[config.mk]
export PLATFORM = sky130hd
export DESIGN_NAME = hex_text_record_loader
export DESIGN_NICKNAME = d
export VERILOG_FILES = /design/src/hw/rtl/htrl_pkg.sv /design/src/hw/rtl/hex_text_record_loader.sv
export VERILOG_INCLUDE_DIRS = /design/src /design/src/hw/rtl
export SDC_FILE = /design/constraint.sdc
export NUM_CORES = 1
export LEC_CHECK = 0
export BUFFER_PORTS_ARGS = -buffer_cell sky130_fd_sc_hd__buf_2
export CORE_ASPECT_RATIO = 0.75
export CORE_MARGIN = 2
export CORE_UTILIZATION = 45
export DETAILED_ROUTE_END_ITERATION = 8
export PLACE_DENSITY = 0.72
export SKIP_LAST_GASP = 1
export SLEW_MARGIN = 20
export SYNTH_ARGS = -nofsm -noshare
export SYNTH_HDL_FRONTEND = slang
export SYNTH_SLANG_ARGS = --single-unit
export TNS_END_PERCENT = 50
[constraint.sdc]
create_clock -name clk_i -period 11.1 [get_ports clk_i]
set_clock_uncertainty 0.15 [all_clocks]
set_input_delay 2.22 -clock clk_i [delete_from_list [all_inputs] [get_ports clk_i]]
set_output_delay 2.22 -clock clk_i [all_outputs]
set_load 0.01 [all_outputs]
[src/hw/rtl/hex_text_record_loader_defines.svh]
// assertion macros for the hex text record loader
`ifndef HEX_TEXT_RECORD_LOADER_DEFINES_SVH
`define HEX_TEXT_RECORD_LOADER_DEFINES_SVH

// implication checked on every clock edge out of reset
`define HTRL_ASSERT_IMPL(label, clk, rst_n, ante, cons) \
  label: assert property (@(posedge clk) disable iff (!rst_n) (ante) |-> (cons)) \
    else $error("htrl: implication check failed");

// implication whose consequent is checked in the cycle after the antecedent
`define HTRL_ASSERT_NEXT(label, clk, rst_n, ante, cons) \
  label: assert property (@(posedge clk) disable iff (!rst_n) (ante) |=> (cons)) \
    else $error("htrl: next-cycle check failed");

`endif

[src/hw/rtl/htrl_pkg.sv]
`default_nettype none

package htrl_pkg;

  typedef enum logic [2:0] {
    StepNone      = 3'd0,
    StepDataAddr  = 3'd1,
    StepDataByte  = 3'd2,
    StepScrAddr   = 3'd3,
    StepScrWidth  = 3'd4,
    StepScrHeight = 3'd5,
    StepScrPoints = 3'd6,
    StepScrLines  = 3'd7
  } step_e;

  localparam logic [7:0] CharBlockData   = 8'h69;
  localparam logic [7:0] CharBlockScreen = 8'h73;
  localparam logic [7:0] CharSpace       = 8'h20;
  localparam logic [7:0] CharComma       = 8'h2c;
  localparam logic [7:0] CharCr          = 8'h0d;
  localparam logic [7:0] CharZero        = 8'h30;
  localparam logic [7:0] CharNine        = 8'h39;
  localparam logic [7:0] CharLowerA      = 8'h61;
  localparam logic [7:0] CharLowerF      = 8'h66;
  localparam logic [7:0] CharUpperA      = 8'h41;
  localparam logic [7:0] CharUpperF      = 8'h46;
  localparam logic [7:0] DigitTen        = 8'd10;

  localparam logic KindData   = 1'b0;
  localparam logic KindScreen = 1'b1;

  typedef struct packed {
    logic        kind;
    logic [15:0] address;
    logic [7:0]  data;
    logic [7:0]  screen_number;
    logic [7:0]  width;
    logic [7:0]  height;
    logic [15:0] points;
    logic [15:0] lines;
  } record_t;

endpackage

`default_nettype wire

[src/hw/rtl/hex_text_record_loader.sv]
// Hex text record loader: parses a hex listing one ASCII character per transaction and emits
// one record per finished data byte ('i' blocks) or per finished screen descriptor ('s'
// blocks). A character is taken in every cycle in which the input is not stalled; its effect
// on the parser state and any record it completes are worked out in that cycle, and the record
// is registered in the output register or, while the output is stalled, in a second register
// behind it that holds one more record; the input stalls only while that register is full.
// Reset leaves no block open, in word mode.
`default_nettype none

`include "hex_text_record_loader_defines.svh"

module hex_text_record_loader (
  input  wire logic        clk_i,
  input  wire logic        rst_ni,
  input  wire logic        in_valid_i,
  output logic             in_stall_o,
  input  wire logic [7:0]  character_i,
  output logic             out_valid_o,
  input  wire logic        out_stall_i,
  output logic             record_kind_o,
  output logic [15:0]      record_address_o,
  output logic [7:0]       data_value_o,
  output logic [7:0]       screen_number_o,
  output logic [7:0]       screen_width_o,
  output logic [7:0]       screen_height_o,
  output logic [15:0]      points_address_o,
  output logic [15:0]      lines_address_o
);

  htrl_pkg::step_e step_q, step_d;
  logic        word_mode_q, word_mode_d;
  logic        have_digits_q, have_digits_d;
  logic [7:0]  byte_acc_q, byte_acc_d;
  logic [15:0] word_acc_q, word_acc_d;
  logic [15:0] cur_addr_q, cur_addr_d;
  logic [7:0]  screen_cnt_q, screen_cnt_d;
  logic [15:0] pend_addr_q, pend_addr_d;
  logic [7:0]  pend_width_q, pend_width_d;
  logic [7:0]  pend_height_q, pend_height_d;
  logic [15:0] pend_points_q, pend_points_d;

  htrl_pkg::record_t res;
  logic              res_valid;
  htrl_pkg::record_t out_q, out_d;
  logic              out_valid_q, out_valid_d;
  htrl_pkg::record_t skid_q, skid_d;
  logic              skid_valid_q, skid_valid_d;

  logic       accept;
  logic       is_hex;
  logic       is_sep;
  logic [3:0] nib;
  logic [7:0] c;

  assign c          = character_i;
  assign in_stall_o = skid_valid_q;
  assign accept     = in_valid_i && !skid_valid_q;

  // hex digit decode
  always_comb begin
    is_hex = 1'b1;
    nib    = 4'd0;
    if (c >= htrl_pkg::CharZero && c <= htrl_pkg::CharNine) begin
      nib = 4'(c - htrl_pkg::CharZero);
    end else if (c >= htrl_pkg::CharLowerA && c <= htrl_pkg::CharLowerF) begin
      nib = 4'(c - htrl_pkg::CharLowerA + htrl_pkg::DigitTen);
    end else if (c >= htrl_pkg::CharUpperA && c <= htrl_pkg::CharUpperF) begin
      nib = 4'(c - htrl_pkg::CharUpperA + htrl_pkg::DigitTen);
    end else begin
      is_hex = 1'b0;
    end
  end

  assign is_sep = (c == htrl_pkg::CharSpace) || (c == htrl_pkg::CharComma) ||
                  (c == htrl_pkg::CharCr);

  // parser next state and record
  always_comb begin
    step_d        = step_q;
    word_mode_d   = word_mode_q;
    have_digits_d = have_digits_q;
    byte_acc_d    = byte_acc_q;
    word_acc_d    = word_acc_q;
    cur_addr_d    = cur_addr_q;
    screen_cnt_d  = screen_cnt_q;
    pend_addr_d   = pend_addr_q;
    pend_width_d  = pend_width_q;
    pend_height_d = pend_height_q;
    pend_points_d = pend_points_q;
    res           = '0;
    res_valid     = 1'b0;

    if (is_hex) begin
      if (word_mode_q) begin
        word_acc_d = {word_acc_q[11:0], nib};
      end else begin
        byte_acc_d = {byte_acc_q[3:0], nib};
      end
      have_digits_d = 1'b1;
    end else if (is_sep) begin
      have_digits_d = 1'b0;
      if (!word_mode_q) begin
        if (have_digits_q) begin
          case (step_q)
            htrl_pkg::StepDataByte: begin
              res.kind    = htrl_pkg::KindData;
              res.address = cur_addr_q;
              res.data    = byte_acc_q;
              res_valid   = 1'b1;
            end
            htrl_pkg::StepScrWidth: begin
              pend_addr_d  = cur_addr_q;
              pend_width_d = byte_acc_q;
              step_d       = htrl_pkg::StepScrHeight;
            end
            htrl_pkg::StepScrHeight: begin
              pend_height_d = byte_acc_q;
              step_d        = htrl_pkg::StepScrPoints;
              word_mode_d   = 1'b1;
            end
            default: begin
            end
          endcase
        end
        byte_acc_d = '0;
        cur_addr_d = cur_addr_q + 16'd1;
      end else begin
        if (have_digits_q) begin
          case (step_q)
            htrl_pkg::StepDataAddr: begin
              cur_addr_d  = word_acc_q;
              step_d      = htrl_pkg::StepDataByte;
              word_mode_d = 1'b0;
            end
            htrl_pkg::StepScrAddr: begin
              cur_addr_d  = word_acc_q;
              step_d      = htrl_pkg::StepScrWidth;
              word_mode_d = 1'b0;
            end
            htrl_pkg::StepScrPoints: begin
              pend_points_d = word_acc_q;
              step_d        = htrl_pkg::StepScrLines;
            end
            htrl_pkg::StepScrLines: begin
              res.kind          = htrl_pkg::KindScreen;
              res.address       = pend_addr_q;
              res.screen_number = screen_cnt_q;
              res.width         = pend_width_q;
              res.height        = pend_height_q;
              res.points        = pend_points_q;
              res.lines         = word_acc_q;
              res_valid         = 1'b1;
              pend_addr_d       = '0;
              pend_width_d      = '0;
              pend_height_d     = '0;
              pend_points_d     = '0;
              screen_cnt_d      = screen_cnt_q + 8'd1;
              step_d            = htrl_pkg::StepNone;
              word_mode_d       = 1'b0;
            end
            default: begin
            end
          endcase
        end
        word_acc_d = '0;
      end
    end else if (c == htrl_pkg::CharBlockData) begin
      step_d      = htrl_pkg::StepDataAddr;
      word_mode_d = 1'b1;
    end else if (c == htrl_pkg::CharBlockScreen) begin
      step_d      = htrl_pkg::StepScrAddr;
      word_mode_d = 1'b1;
    end
  end

  always_ff @(posedge clk_i or negedge rst_ni) begin
    if (!rst_ni) begin
      step_q        <= htrl_pkg::StepNone;
      word_mode_q   <= 1'b1;
      have_digits_q <= 1'b0;
      byte_acc_q    <= '0;
      word_acc_q    <= '0;
      cur_addr_q    <= '0;
      screen_cnt_q  <= '0;
      pend_addr_q   <= '0;
      pend_width_q  <= '0;
      pend_height_q <= '0;
      pend_points_q <= '0;
    end else if (accept) begin
      step_q        <= step_d;
      word_mode_q   <= word_mode_d;
      have_digits_q <= have_digits_d;
      byte_acc_q    <= byte_acc_d;
      word_acc_q    <= word_acc_d;
      cur_addr_q    <= cur_addr_d;
      screen_cnt_q  <= screen_cnt_d;
      pend_addr_q   <= pend_addr_d;
      pend_width_q  <= pend_width_d;
      pend_height_q <= pend_height_d;
      pend_points_q <= pend_points_d;
    end
  end

  // output register with one skid entry
  always_comb begin
    out_d        = out_q;
    out_valid_d  = out_valid_q;
    skid_d       = skid_q;
    skid_valid_d = skid_valid_q;
    if (!out_valid_q || !out_stall_i) begin
      if (skid_valid_q) begin
        out_d        = skid_q;
        out_valid_d  = 1'b1;
        skid_valid_d = 1'b0;
      end else begin
        out_d       = res;
        out_valid_d = accept && res_valid;
      end
    end else if (accept && res_valid) begin
      skid_d       = res;
      skid_valid_d = 1'b1;
    end
  end

  always_ff @(posedge clk_i or negedge rst_ni) begin
    if (!rst_ni) begin
      out_valid_q  <= 1'b0;
      skid_valid_q <= 1'b0;
    end else begin
      out_valid_q  <= out_valid_d;
      skid_valid_q <= skid_valid_d;
    end
  end

  always_ff @(posedge clk_i) begin
    out_q  <= out_d;
    skid_q <= skid_d;
  end

  assign out_valid_o      = out_valid_q;
  assign record_kind_o    = out_q.kind;
  assign record_address_o = out_q.address;
  assign data_value_o     = out_q.data;
  assign screen_number_o  = out_q.screen_number;
  assign screen_width_o   = out_q.width;
  assign screen_height_o  = out_q.height;
  assign points_address_o = out_q.points;
  assign lines_address_o  = out_q.lines;

  `HTRL_ASSERT_IMPL(a_skid_behind_out, clk_i, rst_ni, skid_valid_q, out_valid_q)
  `HTRL_ASSERT_IMPL(a_byte_steps, clk_i, rst_ni,
                    step_q == htrl_pkg::StepDataByte || step_q == htrl_pkg::StepScrWidth ||
                    step_q == htrl_pkg::StepScrHeight, !word_mode_q)
  `HTRL_ASSERT_IMPL(a_word_steps, clk_i, rst_ni,
                    step_q == htrl_pkg::StepDataAddr || step_q == htrl_pkg::StepScrAddr ||
                    step_q == htrl_pkg::StepScrPoints || step_q == htrl_pkg::StepScrLines,
                    word_mode_q)
  `HTRL_ASSERT_NEXT(a_screen_count, clk_i, rst_ni,
                    accept && res_valid && res.kind == htrl_pkg::KindScreen,
                    screen_cnt_q == $past(screen_cnt_q) + 8'd1)

endmodule

`default_nettype wire
## Yosys cells after proc, flatten, opt, wreduce, memory -nomap -nowiden

Index checks and enable logic that the tools add are counted.

- Add/sub/neg operators: 7
- Magnitude comparators: 6
- Equality and inequality tests: 22
- Mux-type cells: 71
- Bitwise logic cells: 2
- Reduce and logical (&&, ||, !) cells: 30

Operators by type and width:

| cell | count |
|---|---|
| $mux W81 | 3 |
| $mux W16 | 12 |
| $mux W56 | 3 |
| $mux W8 | 13 |
| $mux W17 | 3 |
| $mux W24 | 2 |
| $pmux W16 S2 | 1 |
| $reduce_and A6 Y1 | 5 |
| $mux W1 | 23 |
| $mux W3 | 6 |
| $add A16 B1 Y16 const B | 1 |
| $eq A8 B6 Y1 const B | 2 |
| $eq A8 B7 Y1 const B | 2 |
| $ge A8 B7 Y1 const B | 2 |
| $le A8 B7 Y1 const B | 2 |
| $eq A3 B3 Y1 const B | 4 |
| $mux W4 | 3 |
| $ne A2 B2 Y1 const B | 6 |
| $pmux W3 S4 | 1 |
| $sub A4 B1 Y4 const B | 3 |
| $reduce_bool A2 Y1 | 5 |
| $add A4 B4 Y4 const B | 2 |
| $add A8 B1 Y8 const B | 1 |
| $eq A8 B4 Y1 const B | 1 |
| 19 further kinds | 32 |

- Bits in registers: 265
- Input port bits: 12
- Logic and storage cells: 167

## Logic depth before layout (Yosys ltp)

Gate-level depths: netlist of run 1.

- Depth after elaboration: 9
- Depth in mapped cells: 11

## Least setup slack after synthesis of run 1

No wires, ideal clock.

- Kind: input to register
- From: in out_stall_i
- To: reg skid_q[0] (netlist bit) (enable)
- Data arrival time: 9.772 ns
- Required time: 10.330 ns
- Path slack: 0.557 ns
- Stages on the path: 2
- Path buffers: 0
- Path through: nand2_1 nor3_1

- Word-level cells in the longest chain between the ends: 4

Ends and longest elaborated chain:

| what | RTL line | RTL |
|---|---|---|
| start, declared | hex_text_record_loader.sv:19 | `input wire logic out_stall_i,` |
| $logic_not A1 Y1 | hex_text_record_loader.sv:210 | `if (!out_valid_q \|\| !out_stall_i) begin` |
| $logic_or A1 B1 Y1 | hex_text_record_loader.sv:210 |  |
| $not A1 Y1 (no line) | - |  |
| $reduce_and A2 Y1 (no line) | - |  |
| end signal, assigned | hex_text_record_loader.sv:237 | `skid_q <= skid_d;` |
| end, declared | hex_text_record_loader.sv:46 | `htrl_pkg::record_t skid_q, skid_d;` |

Every way passes these cells.
A chain may end at the register's enable or synchronous reset.

## Final worst setup path of run 1

- From: in character_i[0]
- To: reg cur_addr_q[11]

- Word-level cells in the longest chain between the ends: 7
- Elaborated cells between the ends (all ways): 19

Ends and longest elaborated chain:

| what | RTL line | RTL |
|---|---|---|
| start, declared | hex_text_record_loader.sv:17 | `input wire logic [7:0] character_i,` |
| $ge A8 B7 Y1 or $le A8 B7 Y1 (tied branches) | hex_text_record_loader.sv:67 | `end else if (c >= htrl_pkg::CharUpperA && c <= htrl_pkg::CharUpperF) begin` |
| $logic_and A1 B1 Y1 | hex_text_record_loader.sv:67 |  |
| $mux W1 | hex_text_record_loader.sv:67 |  |
| $mux W1 | hex_text_record_loader.sv:65 | `end else if (c >= htrl_pkg::CharLowerA && c <= htrl_pkg::CharLowerF) begin` |
| $mux W1 | hex_text_record_loader.sv:63 | `if (c >= htrl_pkg::CharZero && c <= htrl_pkg::CharNine) begin` |
| $not A1 Y1 (no line) | - |  |
| $reduce_and A5 Y1 (no line) * | - |  |
| end signal, assigned | hex_text_record_loader.sv:195 | `cur_addr_q <= cur_addr_d;` |
| end, declared | hex_text_record_loader.sv:35 | `logic [15:0] cur_addr_q, cur_addr_d;` |

Every way passes the cells marked *; elsewhere a longest branch is shown, timed or not.

==> results of run 1 <==
[sequential cells by signal, indices dropped and copies added (netlist names), 16 cells and up]
name and cells:
skid_q 81, cur_addr_q 16, pend_addr_q 16, points_address_o 16
lines_address_o 16, pend_points_q 16, word_acc_q 16, record_address_o 16
[worst paths after layout]
kind                            cells past startpoint       startpoint  slack [ps]               end
worst max-delay path                                7   character_i[0]        6530    cur_addr_q[11]
worst min-delay path                                1  screen_cnt_q[7]         320   screen_cnt_q[7]
worst max register to register                      3      word_mode_q        7810  pend_height_q[7]
worst min register to register                      1  screen_cnt_q[7]         320   screen_cnt_q[7]
max in group asynchronous                           2           rst_ni        8050   pend_addr_q[12]
min in group asynchronous                           1           rst_ni        1550   screen_cnt_q[3]
[cell usage in the layout (no fill, tap or decap), drive strengths merged, types with 9 or more instances in the layout]
cell      n
nor4     22
nor2     21
and2     51
dfrtp   102
o21ai    55
mux2    102
nand2    30
a22oi    13
a21oi    14
clkinv   10
nand4     9
nor3     15
clkbuf   36
nand3    45
inv      41
a22o     33
edfxtp  162
nor2b    14
buf     106
[per-stage QoR]
step | util [%] | power (mW) | std cells | hold slack [ps]
floorplan | - | 1.12 | 863 | 288
global placement | 49.0 | 1.15 | 1248 | 310
finish | 52.4 | 2.00 | 1298 | 324
CTS | 52.3 | 2.01 | 1298 | 326
global route | 52.4 | 2.06 | 1298 | 346
detailed placement | 49.0 | 1.15 | 1248 | 310
[metal layers]
metal  track usage [%]  part of all wire (%)  routed length [um]
met1              27.0                    49               11500
met3              3.03                   6.0                1400
met4              3.78                   1.6                 366
met2              26.5                    44               10200
met5                 0                     0                   0
[power by group through the flow]
stage	registers, mW	logic [mW]	clock network (mW)
3_3_place_gp	1.10	0.0511	0
4_1_cts	1.08	0.0534	0.879
3_5_place_dp	1.10	0.0530	0
2_1_floorplan	1.08	0.0413	0
5_1_grt	1.08	0.0600	0.919
6_report	1.08	0.0534	0.863
[logic make-up (layout without fill, tap and decap cells)]
logic type      after synthesis  count (layout)
flops                       265             265
simple gates                237             237
compound gates              143             143
buf+inv                      99             196
fa+ha+maj                     5               5
mux                         105             105
xor+xnor                      9               9
[worst max-delay path: cells and delay by family]
kind | cells | cell delay [ps]
and+or+nand+nor | 4 | 1530
AOI/OAI and AO/OA | 1 | 610
adders and majority gates | 1 | 290
buffers and inverters | 1 | 220
[final cells by class]
type | count | area, um2 | share of cell area (%)
Timing Repair Buffer | 106 | 563 | 4.30
Clock buffer | 36 | 719 | 5.49
Inverter | 40 | 150 | 1.15
Sequential cell | 265 | 7450 | 56.8
Clock inverter | 14 | 119 | 0.907
Tap cell | 338 | 423 | 3.23
Multi-Input combinational cell | 499 | 3690 | 28.1
==> metrics.txt, run 1 <==
DR vias 7184; gr ovfl total 0; post-cts sizing count 0; io pins 95; H-tree Lvls 1; sequential share of power 54.1%; Required @ worst endpoint 11410 ps; final std cell area, no fill 13100 um2; row count 50; first-pass GRT wire length 38.2 mm; Clk pwr share 43.2%; Antenna Nets Post-Route 0; Post-DP Area 12300 um2; wire per inst 18.1 um; # port buffers 94; fin crit period 4570 ps; mean number of vias per cell 5.53; main combinational cell family by area after synthesis simple AND/OR/NAND/NOR gates; Ant. Diodes 0; Setup-failing EPs final 0; Synth Area in Compound Gates 8.58%; Post-synth top flop edfxtp_1; ranking of synthesized cells by area edfxtp_1 42%, dfrtp_1 22%, mux2_2 10%; Clock Pin Slew Worst Setup and Hold Paths 70 ps; Seq/Total Area, Yosys 64.7%; largest stage delay on the critical path 610 ps; crit path max fanout 19; worst hold path class reg -> reg; max_slew headroom 26.3%; Tightest Pin Transition 1100 ps; CP cell instances buf_2 -> ha_1 -> and4b_1 -> o211a_1 -> nand2_1 -> or4_1 -> nand3_1; Yosys warnings 0; largest net degree at the start of global routing 66; status completed; Crit. End Element register; Mapped Cells 863; syn_area_per_cell 13.3 um2; synth cell count leaders 162 x edfxtp_1, 102 x dfrtp_1, 102 x mux2_2; Nets 956; Final Cycle Share 41.2%; drt pass-1 iters 7; Synth cell types 62; postcts setup bufs 0; Int Power 1.57 mW; Worst Slack Setup Final 6530 ps; pwr/cell area 152 nW/um2; Max-Cap Viols 0; DIE AREA 26900 um2; synthesized area 11500 um2; Synth Area in Simple Gates 11.7%; Post-Synth XOR/XNOR Area 0.686%; CP Launch Type primary input; post-synthesis mux area share 10.3%; GPL Wtd Cong 0.841; All-Layer GR Usage 17.7%; kind of critical path in -> reg; share of layout cells above drive strength 1 27.2%; Core ar. 25000 um2; Max Slew Vio Count 0; fill count 2124; Adder-Cell Fraction of Synth Area 0.544%; combinational share of power 2.7%; number of flops mapped to enable cells by yosys 162; CTS Buf Count 27; FF+latch count, synth 265; Die Y 142 um; Max Fclk 0.219 GHz; Detailed Route WL 23.4 mm; Post-route DRC 0; CTS tree done; worst-case clock buffer depth 3; CTS Root Cell clkbuf_16; die width 189 um; area delta synth->final 14.0%; post-synth net total 880; total count of hold-check failures in the final report 0; DP Wirelength 14.4 mm; top-count cell post-synth edfxtp_1; total negative slack 0 ps; Yosys top cell by area edfxtp_1; drt initial violations 597; Place WS 6100 ps; CTS sink count 265; vias in the first global route 7112; clock latency at the later pin of the worst-skew pair 540 ps; RSZ-0062 raised after global routing false; leakage power figure 5.72 nW; Switching Fraction 21.5%; share of flip-flops with an asynchronous set or reset 38.9%; switching pwr 0.430 mW; cts hold-fix bufs 0; initial antenna violation count 0; slowest cell on the critical path o211a_1; worst vdd ir 0.000109 V; crit path DAT 4880 ps; top cell type's share of synthesized area 42.3%; Initial Utilization 45.9%
Note: power is estimated with default switching activity, not from simulation.
==> inputs of run 2 (changes only) <==
clock period = 4.59 ns   (was 11.1 ns; I/O delays follow)
==> metrics.txt, run 2 (synthesis results as in run 1) <==
status completed; Post-route DRC 0 (unchanged); Place WS 1050 ps (-5050 ps); All-Layer GR Usage 18.2% (+0.49 points); post-layout util 52.7% (+0.29 points); die width 189 um (unchanged); fin crit period 3030 ps; total negative slack 0 ps (unchanged); CP cell instances nand2_1 -> nor3_2 -> buf_4 -> a22o_1 -> mux2_2; Switching Fraction 21.7% (+0.21 points); RSZ-0062 raised after global routing false; sequential share of power 54.2% (about the same); CP Launch Type register; gr ovfl total 0 (unchanged); largest stage delay on the critical path 1030 ps (+420 ps); Buf/Inv on CP 1 (unchanged); Initial Utilization 45.9% (unchanged); share of layout cells above drive strength 1 28.1% (+0.94 points); combinational share of power 2.7% (about the same); Biggest register skid_q; Crit. End Element register; Ant. Diodes 0 (unchanged); DIE AREA 26900 um2 (unchanged); most frequent cells in the layout 162 x edfxtp_1, 102 x mux2_2, 101 x dfrtp_1; Detailed Route WL 24.1 mm (+2.8%); post-cts sizing count 0 (unchanged); Clock Pin Slew Worst Setup and Hold Paths 60 ps (about the same); number of flip-flops in the largest register 81 (unchanged); H-tree Lvls 1 (unchanged); Antenna Nets Post-Route 0 (unchanged); max_slew headroom 40.1% (+14 points); vias in the first global route 7071 (-0.58%); area delta synth->final 14.6%; total count of hold-check failures in the final report 0 (unchanged); DP Wirelength 14.9 mm (+3.4%); CTS sink count 265 (unchanged); cts hold-fix bufs 0 (unchanged); Max Slew Vio Count 0 (unchanged); switching pwr 1.05 mW (+140%); row count 50 (unchanged); GPL Wtd Cong 0.835 (-0.68%); leakage power figure 5.77 nW (+0.86%); clock latency at the later pin of the worst-skew pair 540 ps (about the same); Die Y 142 um (unchanged); io pins 95 (unchanged); worst hold path class in -> async; Post-DP Area 12300 um2 (+0.60%); Required @ worst endpoint 4840 ps (-6570 ps); worst vdd ir 0.000245 V (+130%); Max Fclk 0.331 GHz; drt pass-1 iters 5 (-2); multi-input logic area 3680 um2 (-0.10%); slowest cell on the critical path dfstp_2; Tightest Pin Transition 894 ps (-208 ps); first-pass GRT wire length 38.8 mm (+1.5%); # port buffers 94 (unchanged); CTS Buf Count 26 (-3.7%); CP top delay family flip-flops; Clk pwr share 43.1% (about the same); fill count 2146 (+1.0%); Seq. cell area 7450 um2 (unchanged); Int Power 3.78 mW (+140%); crit path max fanout 42 (+23); worst-case clock buffer depth 3 (unchanged); Nets 964 (+0.84%); postcts setup bufs 0 (unchanged); CTS Root Cell clkbuf_16; Final Cycle Share 65.9%; initial antenna violation count 0 (unchanged); Core ar. 25000 um2 (unchanged); CTS tree done; final std cell area, no fill 13200 um2 (+0.55%); mean number of vias per cell 5.53 (about the same); Max-Cap Viols 0 (unchanged); kind of critical path reg -> reg; crit path DAT 3270 ps (-1610 ps); DR vias 7223 (+0.54%); Setup-failing EPs final 0 (unchanged); drt initial violations 569 (-4.7%); commonest non-fill, non-tap cell in the layout edfxtp_1; wire per inst 18.5 um (+2.2%); Worst Slack Setup Final 1560 ps (-4970 ps); largest net degree at the start of global routing 85 (+29%); pwr/cell area 366 nW/um2 (+140%)
==> run 2: cell types whose count changed in the layout (fill, tap and decap cells not counted), moves of 2 or more <==
cell,change
clkinv_2,-2
clkinvlp_4,+2
clkinv_1,-4
buf_6,+2
bufinv_16,-2
buf_4,+7
clkbuf_8,+4
==> run 2: final cells by class <==
class	count	area share [%]
clock buffer	41	6.07
multi-input combinational	499	27.9
timing repair buffer	115	4.84
tap	338	3.21
inverter	40	1.14
sequential	265	56.5
clock inverter	7	0.304
==> run 2: power groups by stage <==
stage / Combinational (mW) / Sequential (mW) / Clock [mW]
after floorplan: 0.100 / 2.61 / 0
after global placement: 0.128 / 2.66 / 0
after detailed placement: 0.130 / 2.66 / 0
after CTS: 0.131 / 2.61 / 2.11
after global routing: 0.146 / 2.62 / 2.21
final: 0.130 / 2.62 / 2.08
==> run 2: layer usage <==
metal  vias to the layer above  wire, um  GRT usage, %
li1                       3376         -             -
met1                      3581     11600          27.4
met2                       227     10400          27.3
met3                        39      1510          3.33
met4                         0       518          4.32
met5                         -         0             0
==> run 2: worst paths after layout <==
| path | from | to | slack, ps | depth (start not counted) |
|---|---|---|---|---|
| max reg2reg | word_mode_q | record_address_o[4] | 1560 | 5 |
| min in group clk_i | pend_height_q[6] | pend_height_q[6] | 350 | 1 |
| max | word_mode_q | record_address_o[4] | 1560 | 5 |
| min | rst_ni | screen_cnt_q[1] | 260 | 1 |
| max in group asynchronous | rst_ni | pend_addr_q[9] | 3180 | 2 |
| min reg2reg | pend_height_q[6] | pend_height_q[6] | 350 | 1 |
==> run 2: per-stage QoR <==
stage	cells	hold slack (ps)	power, mW
floorplan	863	288	2.71
global placement	1257	312	2.79
detailed placement	1257	332	2.79
CTS	1305	347	4.86
global route	1305	332	4.97
finish	1305	263	4.83
==> inputs of run 3 (changes only) <==
clock period = 2.8 ns   (was 4.59 ns; I/O delays follow)
==> metrics.txt, run 3 (synthesis results as in run 1) <==
Hold WS 332 ps (+68.6 ps); postcts setup bufs 0 (unchanged); crit path max fanout 61 (+45%); row count 50 (unchanged); worst vdd ir 0.000386 V (+57%); GPL Wtd Cong 0.841 (+0.73%); max_slew headroom 43.6% (+3.5 points); flop2flop setup slack 270 ps (-1290 ps); leakage power figure 5.95 nW (+3.1%); Reg2Reg Capture Point cur_addr_q[10]; drt pass-1 iters 5 (unchanged); wire per inst 18.2 um (-1.6%); crit path DAT 1930 ps (-1340 ps); pwr/cell area 603 nW/um2 (+65%); DP Wirelength 15.4 mm (+3.6%); CTS sink count 265 (unchanged); Die Y 142 um (unchanged); fin crit period 2640 ps; Detailed Route WL 24.1 mm (about the same); area delta synth->final 18.2%; Ant. Diodes 0 (unchanged); All-Layer GR Usage 17.9% (-0.24 points); vias in the first global route 7009 (-0.88%); Tightest Pin Transition 846 ps (-48.2 ps); CTS tree done; Final Cycle Share 94.4%; DR vias 7219 (-0.055%); WHS Endpoint in_stall_o; r2r worst-path depth 6 (+1); first-pass GRT wire length 38.5 mm (-0.68%); kind of critical path reg -> out; Nets 985 (+2.2%); clock latency at the later pin of the worst-skew pair 530 ps (about the same); Max Fclk 0.378 GHz; worst-case clock buffer depth 3 (unchanged); most frequent cells in the layout 162 x edfxtp_1, 102 x mux2_2, 101 x dfrtp_1; Clock Pin Slew Worst Setup and Hold Paths 60 ps (about the same); CTS Root Cell clkbuf_16; Pwr Total 8.20 mW (+70%); Crit. End Element output port; number of flip-flops in the largest register 81 (unchanged); post-cts sizing count 0 (unchanged); CP Launch Type register; Hold Crit Depth 5; H-tree Lvls 1 (unchanged); Setup-failing EPs final 0 (unchanged); Core ar. 25000 um2 (unchanged); Max-Cap Viols 0 (unchanged); total count of hold-check failures in the final report 0 (unchanged); DIE AREA 26900 um2 (unchanged); mean number of vias per cell 5.44 (-1.7%); Max Slew Vio Count 0 (unchanged); RR Startpoint have_digits_q; # port buffers 94 (unchanged); largest net degree at the start of global routing 84 (-1.2%); Hold Startpoint in_valid_i; RSZ-0062 raised after global routing false; share of layout cells above drive strength 1 30.3% (+2.2 points); die width 189 um (unchanged); status completed; initial antenna violation count 0 (unchanged); commonest non-fill, non-tap cell in the layout edfxtp_1; worst hold path class in -> reg; gr ovfl total 0 (unchanged); fill count 2067 (-3.7%); Biggest register skid_q; Post-route DRC 0 (unchanged); drt initial violations 638 (+12%); Antenna Nets Post-Route 0 (unchanged); CTS Buf Count 27 (+3.8%); Required @ worst endpoint 2090 ps (-2750 ps); Initial Utilization 45.9% (unchanged); io pins 95 (unchanged)
## run 3: metrics by stage
| step | setup TNS [ps] | worst slack [ps] | instances | area [um2] | utilization, % |
|---|---|---|---|---|---|
| floorplan | -101160 | -1250 | 863 | 11600 | - |
| global placement | 0 | 82.1 | 1276 | 12700 | 50.6 |
| detailed placement | -10.5 | -10.5 | 1276 | 12700 | 50.6 |
| CTS | 0 | 113 | 1327 | 13600 | 54.3 |
| global route | 0 | 45.3 | 1327 | 13600 | 54.3 |
| finish | 0 | 156 | 1327 | 13600 | 54.3 |
## run 3: critical path, stage by stage, from the launching register on
cell	delay (ps)
dfrtp_4	450
buf_4	670
buf_2	260
## run 3: where the power goes
| group | internal (mW) | switching (mW) |
|---|---|---|
| clock | 2.20 | 1.47 |
| combinational | 0.0955 | 0.156 |
| sequential | 4.16 | 0.115 |
## run 3: metal layers
metal	vias up	part of all wire, %	global-route usage (%)
li1	3419	-	-
met1	3571	50	28.5
met2	204	43	25.5
met3	25	5.6	3.13
met4	0	1.4	3.78
met5	-	0	0
## run 3: how the worst max path moves through the flow
| stage | from | endpoint |
|---|---|---|
| global route | in_stall_o | in_stall_o |
| finish | in_stall_o | in_stall_o |
| detailed placement | character_i[0] | step_q[0] |
| global placement | character_i[1] | record_address_o[14] |
| CTS | in_stall_o | in_stall_o |
| floorplan | character_i[0] | skid_q[0] |
## run 3: final cells by class
class / count / area (um2) / area share [%]
sequential: 265 / 7450 / 54.8
multi-input combinational: 499 / 3720 / 27.4
timing repair buffer: 135 / 933 / 6.87
clock buffer: 37 / 733 / 5.40
tap: 338 / 423 / 3.11
clock inverter: 13 / 170 / 1.25
inverter: 40 / 156 / 1.15
## run 3: timing repair
action | 4_1_cts | 5_1_grt
hold endpoints to repair | 25 | 0
endpoints found under the setup margin | 0 | 0
hold buffers | 1 | 0
